[src/sv/pxe_pkg.sv]
// Shared types, constants and character tables for the percent / xml escape encoder.
// No dependencies. Used by pxe_front, pxe_fifo, pxe_back and the top level.
package pxe_pkg;

  // how one input byte is carried out by the back end
  typedef enum logic [2:0] {
    CLS_LIT,
    CLS_PCT,
    CLS_AMP,
    CLS_LT,
    CLS_GT,
    CLS_QUOT,
    CLS_APOS
  } pxe_cls_e;

  // classified transaction between the front end and the back end
  typedef struct packed {
    logic [7:0] in_byte;
    pxe_cls_e   cls;
    logic       value_end;
  } pxe_item_t;

  localparam int unsigned IdxW = 3;

  localparam logic [7:0] HexDigits [16] = '{
    8'h30, 8'h31, 8'h32, 8'h33, 8'h34, 8'h35, 8'h36, 8'h37,
    8'h38, 8'h39, 8'h41, 8'h42, 8'h43, 8'h44, 8'h45, 8'h46
  };

  // number of characters produced for one class
  function automatic logic [IdxW-1:0] run_len(input pxe_cls_e cls);
    logic [IdxW-1:0] len;
    case (cls)
      CLS_LIT:  len = 3'd1;
      CLS_PCT:  len = 3'd3;
      CLS_AMP:  len = 3'd5;
      CLS_LT:   len = 3'd4;
      CLS_GT:   len = 3'd4;
      CLS_QUOT: len = 3'd6;
      CLS_APOS: len = 3'd6;
      default:  len = 3'd1;
    endcase
    return len;
  endfunction

  // character at position idx of the run for one item
  function automatic logic [7:0] run_char(input pxe_item_t item, input logic [IdxW-1:0] idx);
    logic [7:0] ch;
    ch = item.in_byte;
    case (item.cls)
      CLS_LIT: ch = item.in_byte;
      CLS_PCT: begin
        case (idx)
          3'd0:    ch = "%";
          3'd1:    ch = HexDigits[item.in_byte[7:4]];
          default: ch = HexDigits[item.in_byte[3:0]];
        endcase
      end
      CLS_AMP: begin
        case (idx)
          3'd0:    ch = "&";
          3'd1:    ch = "a";
          3'd2:    ch = "m";
          3'd3:    ch = "p";
          default: ch = ";";
        endcase
      end
      CLS_LT: begin
        case (idx)
          3'd0:    ch = "&";
          3'd1:    ch = "l";
          3'd2:    ch = "t";
          default: ch = ";";
        endcase
      end
      CLS_GT: begin
        case (idx)
          3'd0:    ch = "&";
          3'd1:    ch = "g";
          3'd2:    ch = "t";
          default: ch = ";";
        endcase
      end
      CLS_QUOT: begin
        case (idx)
          3'd0:    ch = "&";
          3'd1:    ch = "q";
          3'd2:    ch = "u";
          3'd3:    ch = "o";
          3'd4:    ch = "t";
          default: ch = ";";
        endcase
      end
      CLS_APOS: begin
        case (idx)
          3'd0:    ch = "&";
          3'd1:    ch = "a";
          3'd2:    ch = "p";
          3'd3:    ch = "o";
          3'd4:    ch = "s";
          default: ch = ";";
        endcase
      end
      default: ch = item.in_byte;
    endcase
    return ch;
  endfunction

endpackage

[src/sv/pxe_front.sv]
// Front end: holds the mode register and classifies each incoming byte.
// Depends on pxe_pkg for the class enum and the item struct.
module pxe_front (
  input  logic               clk_i,
  input  logic               rst_ni,
  input  logic               cfg_we_i,
  input  logic               cfg_wdata_i,
  input  logic [7:0]         in_byte_i,
  input  logic               value_end_i,
  output pxe_pkg::pxe_item_t item_o
);
  import pxe_pkg::*;

  logic     url_mode_q;
  pxe_cls_e cls;
  logic     unreserved;

  // mode register
  always_ff @(posedge clk_i or negedge rst_ni) begin
    if (!rst_ni) begin
      url_mode_q <= 1'b0;
    end else if (cfg_we_i) begin
      url_mode_q <= cfg_wdata_i;
    end
  end

  // unreserved set for percent encoding
  always_comb begin
    unreserved = ((in_byte_i >= "0") && (in_byte_i <= "9")) ||
                 ((in_byte_i >= "A") && (in_byte_i <= "Z")) ||
                 ((in_byte_i >= "a") && (in_byte_i <= "z")) ||
                 (in_byte_i == "-") || (in_byte_i == "_") ||
                 (in_byte_i == ".") || (in_byte_i == "~");
  end

  // class selection
  always_comb begin
    cls = CLS_LIT;
    if (url_mode_q) begin
      cls = unreserved ? CLS_LIT : CLS_PCT;
    end else begin
      case (in_byte_i)
        "&":     cls = CLS_AMP;
        "<":     cls = CLS_LT;
        ">":     cls = CLS_GT;
        8'h22:   cls = CLS_QUOT;
        8'h27:   cls = CLS_APOS;
        default: cls = CLS_LIT;
      endcase
    end
  end

  assign item_o = '{in_byte: in_byte_i, cls: cls, value_end: value_end_i};

endmodule

[src/sv/pxe_fifo.sv]
// Short queue of classified transactions between the front end and the back end.
// Depends on pxe_pkg for the item struct.
module pxe_fifo #(
  parameter int unsigned Depth = 4
) (
  input  logic               clk_i,
  input  logic               rst_ni,
  input  logic               wr_i,
  input  pxe_pkg::pxe_item_t wdata_i,
  output logic               full_o,
  input  logic               rd_i,
  output pxe_pkg::pxe_item_t rdata_o,
  output logic               empty_o
);
  import pxe_pkg::*;

  localparam int unsigned PtrW = (Depth > 1) ? $clog2(Depth) : 1;
  localparam int unsigned CntW = $clog2(Depth + 1);
  localparam logic [PtrW-1:0] LastPtr = PtrW'(Depth - 1);
  localparam logic [CntW-1:0] FullCnt = CntW'(Depth);

  pxe_item_t       mem_q [Depth];
  logic [PtrW-1:0] wptr_q, wptr_d;
  logic [PtrW-1:0] rptr_q, rptr_d;
  logic [CntW-1:0] cnt_q, cnt_d;
  logic            do_wr, do_rd;

  assign full_o  = (cnt_q == FullCnt);
  assign empty_o = (cnt_q == '0);
  assign do_wr   = wr_i && !full_o;
  assign do_rd   = rd_i && !empty_o;
  assign rdata_o = mem_q[rptr_q];

  // pointer and fill count update
  always_comb begin
    wptr_d = wptr_q;
    rptr_d = rptr_q;
    cnt_d  = cnt_q;
    if (do_wr) begin
      wptr_d = (wptr_q == LastPtr) ? '0 : wptr_q + 1'b1;
    end
    if (do_rd) begin
      rptr_d = (rptr_q == LastPtr) ? '0 : rptr_q + 1'b1;
    end
    if (do_wr && !do_rd) begin
      cnt_d = cnt_q + 1'b1;
    end else if (do_rd && !do_wr) begin
      cnt_d = cnt_q - 1'b1;
    end
  end

  always_ff @(posedge clk_i or negedge rst_ni) begin
    if (!rst_ni) begin
      wptr_q <= '0;
      rptr_q <= '0;
      cnt_q  <= '0;
    end else begin
      wptr_q <= wptr_d;
      rptr_q <= rptr_d;
      cnt_q  <= cnt_d;
    end
  end

  // storage, no reset
  always_ff @(posedge clk_i) begin
    if (do_wr) begin
      mem_q[wptr_q] <= wdata_i;
    end
  end

endmodule

[src/sv/pxe_back.sv]
// Back end: walks the run of each queued transaction, one character per cycle when not stalled.
// Depends on pxe_pkg for the item struct and the character tables.
module pxe_back (
  input  logic               clk_i,
  input  logic               rst_ni,
  input  pxe_pkg::pxe_item_t item_i,
  input  logic               item_empty_i,
  output logic               item_pop_o,
  output logic [7:0]         out_char_o,
  output logic               run_last_o,
  output logic               value_last_o,
  output logic               empty_o,
  input  logic               pop_i
);
  import pxe_pkg::*;

  logic [IdxW-1:0] idx_q, idx_d;
  logic            out_valid_q;
  logic [7:0]      out_char_q;
  logic            run_last_q;
  logic            value_last_q;
  logic            advance;
  logic            last;

  // output register frees up when empty or when popped this cycle
  assign advance    = !item_empty_i && (!out_valid_q || pop_i);
  assign last       = (idx_q == run_len(item_i.cls) - 1'b1);
  assign item_pop_o = advance && last;

  // position within the current run
  always_comb begin
    idx_d = idx_q;
    if (advance) begin
      idx_d = last ? '0 : idx_q + 1'b1;
    end
  end

  always_ff @(posedge clk_i or negedge rst_ni) begin
    if (!rst_ni) begin
      idx_q       <= '0;
      out_valid_q <= 1'b0;
    end else begin
      idx_q <= idx_d;
      if (advance) begin
        out_valid_q <= 1'b1;
      end else if (pop_i) begin
        out_valid_q <= 1'b0;
      end
    end
  end

  // result payload
  always_ff @(posedge clk_i) begin
    if (advance) begin
      out_char_q   <= run_char(item_i, idx_q);
      run_last_q   <= last;
      value_last_q <= last && item_i.value_end;
    end
  end

  assign empty_o      = !out_valid_q;
  assign out_char_o   = out_char_q;
  assign run_last_o   = run_last_q;
  assign value_last_o = value_last_q;

endmodule

[src/sv/percent_or_xml_escape_encoder.sv]
// Top level of the percent / xml escape encoder: front end, item queue, back end.
// Depends on pxe_pkg, pxe_front, pxe_fifo and pxe_back.
//
//   channel   handshake          fields
//   input     push / full        in_byte_i, value_end_i
//   result    empty / pop        out_char_o, run_last_o, value_last_o
//   config    cfg_we_i           cfg_wdata_i (url mode)
//
// The back end emits one character per cycle while the result side pops, and a byte
// yields as many characters as its run: 1 for a plain byte, 3 for a percent triple,
// 4 to 6 for an entity. A byte passes through the queue storage and then the back end
// output register between push and its first character on the result ports.
// The queue lets input be taken while the result side stalls; full rises when it
// holds FifoDepth bytes. Reset clears the mode to xml escaping and empties all stages.
module percent_or_xml_escape_encoder #(
  parameter int unsigned FifoDepth = 4
) (
  input  logic       clk_i,
  input  logic       rst_ni,
  input  logic       cfg_we_i,
  input  logic       cfg_wdata_i,
  input  logic       push,
  output logic       full,
  input  logic [7:0] in_byte_i,
  input  logic       value_end_i,
  output logic       empty,
  input  logic       pop,
  output logic [7:0] out_char_o,
  output logic       run_last_o,
  output logic       value_last_o
);
  import pxe_pkg::*;

  pxe_item_t front_item;
  pxe_item_t head_item;
  logic      head_empty;
  logic      head_pop;

  // classify incoming bytes
  pxe_front u_front (
    .clk_i       (clk_i),
    .rst_ni      (rst_ni),
    .cfg_we_i    (cfg_we_i),
    .cfg_wdata_i (cfg_wdata_i),
    .in_byte_i   (in_byte_i),
    .value_end_i (value_end_i),
    .item_o      (front_item)
  );

  // decouple front and back
  pxe_fifo #(
    .Depth (FifoDepth)
  ) u_fifo (
    .clk_i   (clk_i),
    .rst_ni  (rst_ni),
    .wr_i    (push),
    .wdata_i (front_item),
    .full_o  (full),
    .rd_i    (head_pop),
    .rdata_o (head_item),
    .empty_o (head_empty)
  );

  // emit characters
  pxe_back u_back (
    .clk_i        (clk_i),
    .rst_ni       (rst_ni),
    .item_i       (head_item),
    .item_empty_i (head_empty),
    .item_pop_o   (head_pop),
    .out_char_o   (out_char_o),
    .run_last_o   (run_last_o),
    .value_last_o (value_last_o),
    .empty_o      (empty),
    .pop_i        (pop)
  );

endmodule

[config.mk]
export PLATFORM = sky130hd
export DESIGN_NAME = percent_or_xml_escape_encoder
export DESIGN_NICKNAME = d
export VERILOG_FILES = /design/src/sv/pxe_pkg.sv /design/src/sv/pxe_front.sv /design/src/sv/pxe_fifo.sv /design/src/sv/pxe_back.sv /design/src/sv/percent_or_xml_escape_encoder.sv
export SDC_FILE = /design/constraint.sdc
export NUM_CORES = 1
export LEC_CHECK = 0
export ABC_CLOCK_PERIOD_IN_PS = 6800
export BUFFER_PORTS_ARGS = -buffer_cell sky130_fd_sc_hd__buf_2
export CAP_MARGIN = 10
export CELL_PAD_IN_SITES_DETAIL_PLACEMENT = 0
export CELL_PAD_IN_SITES_GLOBAL_PLACEMENT = 2
export CORE_ASPECT_RATIO = 1.5
export CORE_MARGIN = 3
export CORE_UTILIZATION = 44
export DETAILED_ROUTE_END_ITERATION = 10
export PLACE_DENSITY_LB_ADDON = 0.05
export SLEW_MARGIN = 5
export SYNTH_ARGS = -nofsm -noshare
export SYNTH_HDL_FRONTEND = slang
export SYNTH_SLANG_ARGS = --single-unit
[constraint.sdc]
create_clock -name clk_i -period 6.8 [get_ports clk_i]
set_input_delay 0.68 -clock clk_i [delete_from_list [all_inputs] [get_ports clk_i]]
set_output_delay 0.68 -clock clk_i [all_outputs]
set_load 0.05 [all_outputs]
# ---- Word level (Yosys, flattened, before mapping)
# Memory sizes are Yosys's and may differ from the RTL's.
# Index checks and enable logic that the tools add are counted.
dict set report word_totals {
  out_inout_bits 12
  mem_bits_ro 256
  elab_cells 103
  memories 3
  mem_bits_rw 48
  ff_bits 22
}
# name words width rd rd_ports_with_merged_regs write_ports line
set mem_list {}
lappend mem_list {{(name not given)} 16 8 1 0 0 pxe_pkg.sv:55} ;# 3'd1: ch = HexDigits[item.in_byte[7:4]];
lappend mem_list {{(name not given)} 16 8 1 0 0 pxe_pkg.sv:56} ;# default: ch = HexDigits[item.in_byte[3:0]];
lappend mem_list {u_fifo.mem_q 4 12 1 0 1 pxe_fifo.sv:22} ;# pxe_item_t mem_q [Depth];
dict set report op_classes {
  bitwise_logic 2
  eq_ne 23
  n_mux 24
  order_cmp 8
  reduce_logical 28
  n_addsub 6
}
# operator n
set ops {}
lappend ops {{one-hot mux 7 bit (5 select lines)} 2}
lappend ops {{== test 8 x 6 -> 1 bit (second input constant)} 7}
lappend ops {{one-hot mux 8 bit (6 select lines)} 1}
lappend ops {{one-hot mux 7 bit (3 select lines)} 2}
lappend ops {{2-to-1 mux 8 bit} 4}
lappend ops {{one-hot mux 7 bit (4 select lines)} 1}
lappend ops {{== test 8 x 7 -> 1 bit (second input constant)} 2}
lappend ops {{greater-or-equal comparator 8 x 7 -> 1 bit (second input constant)} 2}
lappend ops {{<= comparator 8 x 7 -> 1 bit (second input constant)} 2}
lappend ops {{one-hot mux 8 bit (2 select lines)} 1}
lappend ops {{== test 3 bit (second input constant)} 5}
lappend ops {{one-hot mux 3 bit (5 select lines)} 1}
lappend ops {{== test 3 x 2 -> 1 bit (second input constant)} 4}
lappend ops {{2-to-1 mux 3 bit} 4}
lappend ops {{one-hot mux 3 bit (4 select lines)} 1}
lappend ops {{greater-or-equal comparator 5 bit (second input constant)} 2}
lappend ops {{logical AND 1 bit} 10}
lappend ops {{NOT 4 -> 5 bit} 2}
lappend ops {{greater-or-equal comparator 8 x 6 -> 1 bit (second input constant)} 1}
lappend ops {{<= comparator 8 x 6 -> 1 bit (second input constant)} 1}
lappend ops {{logical OR 1 bit} 7}
lappend ops {{adder 3 x 1 -> 3 bit (second input constant)} 2}
lappend ops {{== test 3 x 1 -> 1 bit (second input constant)} 2}
lappend ops {{zero test 3 bit} 2}
lappend ops {{other kinds (9)} 23}

# ---- Logic depth before layout (Yosys ltp)
# An unclocked memory read counts as a cell.
dict set report depth {
  ltp_word 11
  ltp_mapped 20
  ltp_nobuf 17
}

# ---- Modules after synthesis
# Synthesis repeated with hierarchy kept, for this count alone.
dict set report unflattened {
  hier_cells 334
  area_unflattened_um2 4043.9
}
# module n_inst area_per_inst_um2 cells_per_inst
set by_module_without_submodules {}
lappend by_module_without_submodules {pxe_fifo 1 2175.8 100}
lappend by_module_without_submodules {pxe_back 1 1555.2 191}
lappend by_module_without_submodules {pxe_front 1 312.8 43}

# ---- Least setup slack after synthesis
# OpenSTA, ideal clock, no wires.
dict set report synth_timing {
  path_kind {reg2reg}
  startpoint {register u_fifo.rptr_q[0]}
  endpoint {register u_fifo.cnt_q[2]}
  t_arrival_ns 3.995
  n_path_buf 4
  stages_incl_launch_ff 21
  setup_ns 0.079
  path_slack_ns 2.725
  path_cell_list {dfrtp_1 buf_6 mux4_2 clkbuf_1 buf_1 nor3_1 a21oi_1 ha_1 xor2_1 nand3_1 o32ai_1 or3_1 buf_2 and2_4 inv_1 ha_1 inv_1 fa_1 xor2_1 nor2_1 xor2_1}
}
dict set report synth_via {
  elab_chain_cells 11
  word_cells_on_any_way 19
  cone_classes {add/sub: 1; eq/ne: 7; mux: 2; reduce/logical: 8; memory: 1}
}
# element line
set synth_rtl {}
lappend synth_rtl {{start, declared} pxe_fifo.sv:24} ;# logic [PtrW-1:0] rptr_q, rptr_d;
lappend synth_rtl {{start signal, assigned} pxe_fifo.sv:59} ;# rptr_q <= rptr_d;
lappend synth_rtl {{memory (4 x 12 bit) *} n/a}
lappend synth_rtl {{== test 3 bit / == test 3 x 2 -> 1 bit (equally long branches)} pxe_pkg.sv:33} ;# case (cls)
lappend synth_rtl {{OR reduction 2 bit (no source line)} n/a}
lappend synth_rtl {{one-hot mux 3 bit (4 select lines) *} pxe_pkg.sv:33}
lappend synth_rtl {{subtractor 3 x 1 -> 3 bit *} pxe_back.sv:27} ;# assign last = (idx_q == run_len(item_i.cls) - 1'b1);
lappend synth_rtl {{== test 3 bit *} pxe_back.sv:27}
lappend synth_rtl {{via u_back.last} pxe_back.sv:23} ;# logic last;
lappend synth_rtl {{logical AND 1 bit *} pxe_back.sv:28} ;# assign item_pop_o = advance && last;
lappend synth_rtl {{logical AND 1 bit *} pxe_fifo.sv:31} ;# assign do_rd = rd_i && !empty_o;
lappend synth_rtl {{zero test 1 bit} pxe_fifo.sv:45} ;# if (do_wr && !do_rd) begin
lappend synth_rtl {{logical AND 1 bit} pxe_fifo.sv:45}
lappend synth_rtl {{2-to-1 mux 3 bit / nonzero test 2 bit (equally long branches)} n/a}
lappend synth_rtl {{end signal, assigned} pxe_fifo.sv:60} ;# cnt_q <= cnt_d;
lappend synth_rtl {{end, declared} pxe_fifo.sv:25} ;# logic [CntW-1:0] cnt_q, cnt_d;
# Mark *: on every way through the listed nets, which the timed path passes. The rest lies on a longest branch.
# A chain may end at the register's enable or synchronous reset.

# ---- Final worst setup path
dict set report layout_timing {
  startpoint {register u_fifo.rptr_q[0]}
  endpoint {register u_fifo.cnt_q[2]}
}
dict set report layout_via {
  elab_chain_cells 11
  word_cells_on_any_way 19
  cone_classes {add/sub: 1; eq/ne: 7; mux: 2; reduce/logical: 8; memory: 1}
}
# element line
set layout_rtl {}
lappend layout_rtl {{memory (4 x 12 bit) *} n/a}
lappend layout_rtl {{== test 3 bit / == test 3 x 2 -> 1 bit (equally long branches)} pxe_pkg.sv:33}
lappend layout_rtl {{OR reduction 2 bit (no source line)} n/a}
lappend layout_rtl {{one-hot mux 3 bit (4 select lines) *} pxe_pkg.sv:33}
lappend layout_rtl {{subtractor 3 x 1 -> 3 bit *} pxe_back.sv:27}
lappend layout_rtl {{== test 3 bit *} pxe_back.sv:27}
lappend layout_rtl {{logical AND 1 bit *} pxe_back.sv:28}
lappend layout_rtl {{logical AND 1 bit *} pxe_fifo.sv:31}
lappend layout_rtl {{zero test 1 bit} pxe_fifo.sv:45}
lappend layout_rtl {{logical AND 1 bit} pxe_fifo.sv:45}
lappend layout_rtl {{2-to-1 mux 3 bit / nonzero test 2 bit (equally long branches)} n/a}
# Every way passes the cells marked *; elsewhere a longest branch is shown, timed or not.

==> qor_table.md <==
| Group | Parameter | Reported |
| --- | --- | --- |
| hold path | Type of the worst min-delay path | primary input to async pin |
| routing | DRT Wirelength | 9199 microns |
| critical path | Worst r2r src | u_fifo.rptr_q[0]$_DFFE_PN0P_ |
| critical path | Maximum fanout encountered on the critical timing path | 30 |
| yosys | Proportion of netlist area held by the largest area contributor | 43.20% |
| routing | Mean number of vias per cell | 5.849 |
| timing | Unrepaired setup endpoints after global routing | false |
| critical path | Capturing instance or port of the critical path | u_fifo.cnt_q[2]$_DFFE_PN0P_ |
| placement | Input/output buffers | 26 |
| yosys | Number of flip-flops and latches in the synthesized netlist | 70 |
| critical path | Launch point of the worst path | u_fifo.rptr_q[0]$_DFFE_PN0P_ |
| timing | Fmax | 213.2 MHz |
| cells and area | Top library cells by usage in the layout, fill and taps aside | sky130_fd_sc_hd__edfxtp_1 (58), sky130_fd_sc_hd__buf_2 (26), sky130_fd_sc_hd__a21oi_1 (25), sky130_fd_sc_hd__nor2_1 (24), sky130_fd_sc_hd__nand2_1 (22) |
| critical path | Required time worst endpoint | 7.05 ns |
| timing | Final sum of negative setup slack | 0 ns |
| routing | Number of iterations in the first detailed-routing pass | 5 |
| floorplan | Horizontal die dimension | 84.16 microns |
| yosys | Post-synthesis xor/xnor area fraction | 1.738% |
| global routing | Vias in the first global route | 2808 |
| floorplan | Initial standard-cell utilization of the core | 45.39% |
| run | Count of max-cap constraint violations | 0 |
| yosys | Share of synthesized registers carrying an async set or reset | 17.14% |
| yosys | Number of enable flip-flop cells after synthesis | 58 |
| yosys | Compound-Gate Fraction of Synth Area | 13.50% |
| cells and area | Post-route cell area | 0.004492 sq mm |
| timing | Setup-failing EPs final | 0 |
| status | Result of the run | completed |
| timing | Max Slew Vio Count | 0 |
| critical path | Endpoint arrival time on the critical path | 4.94 ns |
| critical path | Endpoint of the worst-slack reg-to-reg timing path | u_fifo.cnt_q[2]$_DFFE_PN0P_ |
| global routing | GRT Resource Usage Total | 18.93% |
| routing | DRC marker count from the first detailed-route iteration | 169 |
| routing | DR WL/cell | 19.05 microns |
| cells and area | Most common cell after layout, fill and taps aside | sky130_fd_sc_hd__edfxtp_1 |
| critical path | Worst reg-to-reg path cell count | 17 |
| cells and area | Total Nets Final | 401 |
| yosys | Simple-gate area share of the yosys netlist | 12.41% |
| floorplan | Number of top-level design ports | 27 |
| floorplan | Area enclosed by the die boundary | 0.01037 sq mm |
| placement | Routability congestion estimate from global placement | 0.8458 |
| yosys | Sequential share of the synthesized area | 50.65% |
| routing | Antenna-violating nets left | 0 |
| timing | Part of the cycle the worst path needs | 68.96% |
| cells and area | Number of antenna diodes | 0 |
| critical path | Worst stage delay on the critical path | 0.94 ns |
| global routing | Antenna violations before repair | 0 |
| cts | # resized after CTS | 0 |
| timing | Headroom to the max-slew limit | 39.09% |
| placement | Placed cell count | 467 |
| global routing | Largest net degree at the start of global routing | 31 |
| floorplan | Core Footprint | 0.008881 sq mm |
| global routing | Wire length of the first global-routing pass | 14940 microns |
| cts | Cts hold-fix bufs | 0 |
| critical path | Register-to-register path setup slack | 2.11 ns |
| critical path | Most common cell type on the critical path | sky130_fd_sc_hd__xor2_1 |
| critical path | Startpoint type of the worst setup path | flop |
| critical path | Kind of critical path | flop to flop |
| timing | Actual transition at the worst max-transition pin | 0.9137 ns |
| cts | Clock buffer depth | 2 |
| power | Worst VDD drop | 0.2633 mV |
| yosys | Library cell occupying the most area in the post-synthesis netlist | sky130_fd_sc_hd__edfxtp_1 |
| routing | Count of vias placed by the detailed router | 2825 |
| yosys | Combinational family with the most area after synthesis | compound AO/OA/AOI/OAI gates |
| cts | Count of buffers added by post-CTS timing repair for setup | 0 |
| yosys | Average instance area after synthesis | 11.45 sq um |
| cts | CTS tree | yes |
| cells and area | Area added between synthesis and finish | 11.42% |
| global routing | Total grt overflow | 0 |
| yosys | Number of nets produced by synthesis | 385 |
| yosys | Share of cell area taken by muxes after synthesis | 11.67% |
| cells and area | Fraction of final layout cells with drive strength greater than 1 | 18.77% |
| yosys | Prevailing post-synth register cell | sky130_fd_sc_hd__edfxtp_1 |
| yosys | Yosys warning count | 0 |
| floorplan | Placement row count | 42 |
| yosys | Adder and majority cell fraction of the synthesized area | 5.773% |
| cts | CTS HTree Levels | 3 |
| critical path | Library cell contributing the largest single delay on the critical path | sky130_fd_sc_hd__dfrtp_1 |
| yosys | Netlist Area Pre-Place | 0.004031 sq mm |
| critical path | Critical Path Sink Type | flop |
| cts | Clock buffers created by TritonCTS | 9 |
| yosys | Area contributors post-synth | sky130_fd_sc_hd__edfxtp_1 (43%), sky130_fd_sc_hd__dfrtp_1 (7.4%), sky130_fd_sc_hd__mux4_2 (6.7%) |
| power | Leakage component of the power | 1.648 nW |
| power | Areal power density over the cells | 560.3 mW/mm^2 |
| placement | Total cell area at the placement stage | 0.004208 sq mm |
| timing | Skew final | 0.01247 ns |
| cts | Clock transition at the registers of the reported paths | 0.05 ns |
| placement | Detail Placement HPWL | 6635 microns |
| timing | Final hold slack | 0.2349 ns |
| critical path | Sequence of cells on the critical path | mux4_2, clkinv_2, nor3_1, a21oi_1, ha_1, xor2_1, nand3_1, o32ai_1, or3_1, and2_4, inv_1, ha_1, inv_1, fa_1, xor2_1, nor2_1, xor2_1 |
| timing | Final Critical Period | 4.689 ns |
| yosys | Post-synthesis instance total | 352 |
| floorplan | Die Span Y | 123.2 microns |
| cells and area | Final instance count without filler cells | 483 |
| yosys | Number of distinct standard cells referenced by the synthesized netlist | 57 |
| cts | Clk_lat worst skew | 0.33 ns |
| cts | Num Clock Sinks | 70 |
| routing | Drt drc | 0 |
| cts | Clock root buffer master | sky130_fd_sc_hd__clkbuf_16 |
| timing | Final count of hold timing violations | 0 |
-- sequential cells by signal, summed over array words and instances, names as in the netlist --
register,flops
u_back.idx_q,3
u_fifo.cnt_q,3
u_back.out_char_o,8
u_fifo.mem_q,48
u_back.out_valid_q,1
u_front.url_mode_q,1
u_fifo.rptr_q,2
u_fifo.wptr_q,2
u_back.run_last_o,1
u_back.value_last_o,1
-- metrics by stage --
stage / power, mW / setup WS [ns] / utilization (%)
global route: 2.714 / 1.684 / 50.58
CTS: 2.537 / 2.045 / 50.58
floorplan: 1.770 / 2.725 / -
finish: 2.517 / 2.111 / 50.58
global placement: 2.086 / 2.071 / 47.38
detailed placement: 2.083 / 2.061 / 47.38
-- per-layer routing --
layer  global-route usage, %  vias up  wire length [microns]  share of wire (%)
li1                        -     1362                      -                  -
met1                   21.37     1382                   3703                 40
met2                   33.25       63                   4932                 54
met3                   3.600       18                    251                2.7
met4                   11.07        0                    312                3.4
met5                       0        -                      0                  0
-- report_power, final --
part / internal [mW] / total (mW) / switching, mW
clock network: 0.281 / 0.443 / 0.162
logic: 0.497 / 1.34 / 0.843
registers: 0.624 / 0.734 / 0.110
total: 1.40 / 2.52 / 1.12
-- critical path, delay by kind of cell (launching register included) --
family,cells,cell delay (ns)
AND/OR/NAND/NOR,5,0.98
flip-flops,1,0.94
multiplexers,1,0.87
adder cells (fa/ha/maj),3,0.79
XOR/XNOR,3,0.50
buffers and inverters,3,0.30
AO/OA/AOI/OAI,2,0.22
-- worst min-delay path by stage --
stage                                             end  depth (start not counted)                        start  slack (ns)
after floorplan           u_back.idx_q[0]$_DFFE_PN0P_                          0                       rst_ni        0.38
after global placement    u_fifo.cnt_q[2]$_DFFE_PN0P_                          1  u_fifo.cnt_q[2]$_DFFE_PN0P_        0.48
after detailed placement  u_fifo.cnt_q[2]$_DFFE_PN0P_                          1  u_fifo.cnt_q[2]$_DFFE_PN0P_        0.48
after CTS                 u_back.idx_q[2]$_DFFE_PN0P_                          1                       rst_ni        0.23
after global routing      u_back.idx_q[2]$_DFFE_PN0P_                          1                       rst_ni        0.24
final                     u_back.idx_q[2]$_DFFE_PN0P_                          1                       rst_ni        0.23
-- synthesized netlist by cell type, drive strengths merged (5+ instances only) --
library cell   n
edfxtp        58
a21oi         25
nor2          24
nand2         22
o21ai         21
inv           18
ha            17
clkbuf        15
dfrtp         12
mux4          12
nor3          12
mux2          10
mux2i          8
buf            7
nand3          7
and2           6
nor2b          6
a211oi         5
nand2b         5
o22ai          5
o32ai          5
xor2           5
-- cell families (layout without fill, tap and decap cells) --
group                    count (synthesis)  count (layout)
XOR/XNOR                                 8               8
multiplexers                            30              30
buffers and inverters                   41              62
flip-flops                              70              70
adder cells (fa/ha/maj)                 18              18
AND/OR/NAND/NOR                        100             100
AO/OA/AOI/OAI                           85              85
-- area by class of cell --
type	count	area, sq um
Tap cell	110	137.6
Sequential cell	70	2042
Timing Repair Buffer	27	137.6
Multi-Input combinational cell	241	1818
Inverter	19	72.57
Clock buffer	11	232.7
Fill cell	811	4389
Clock inverter	5	51.30
Power figures use the tool's default switching activity.
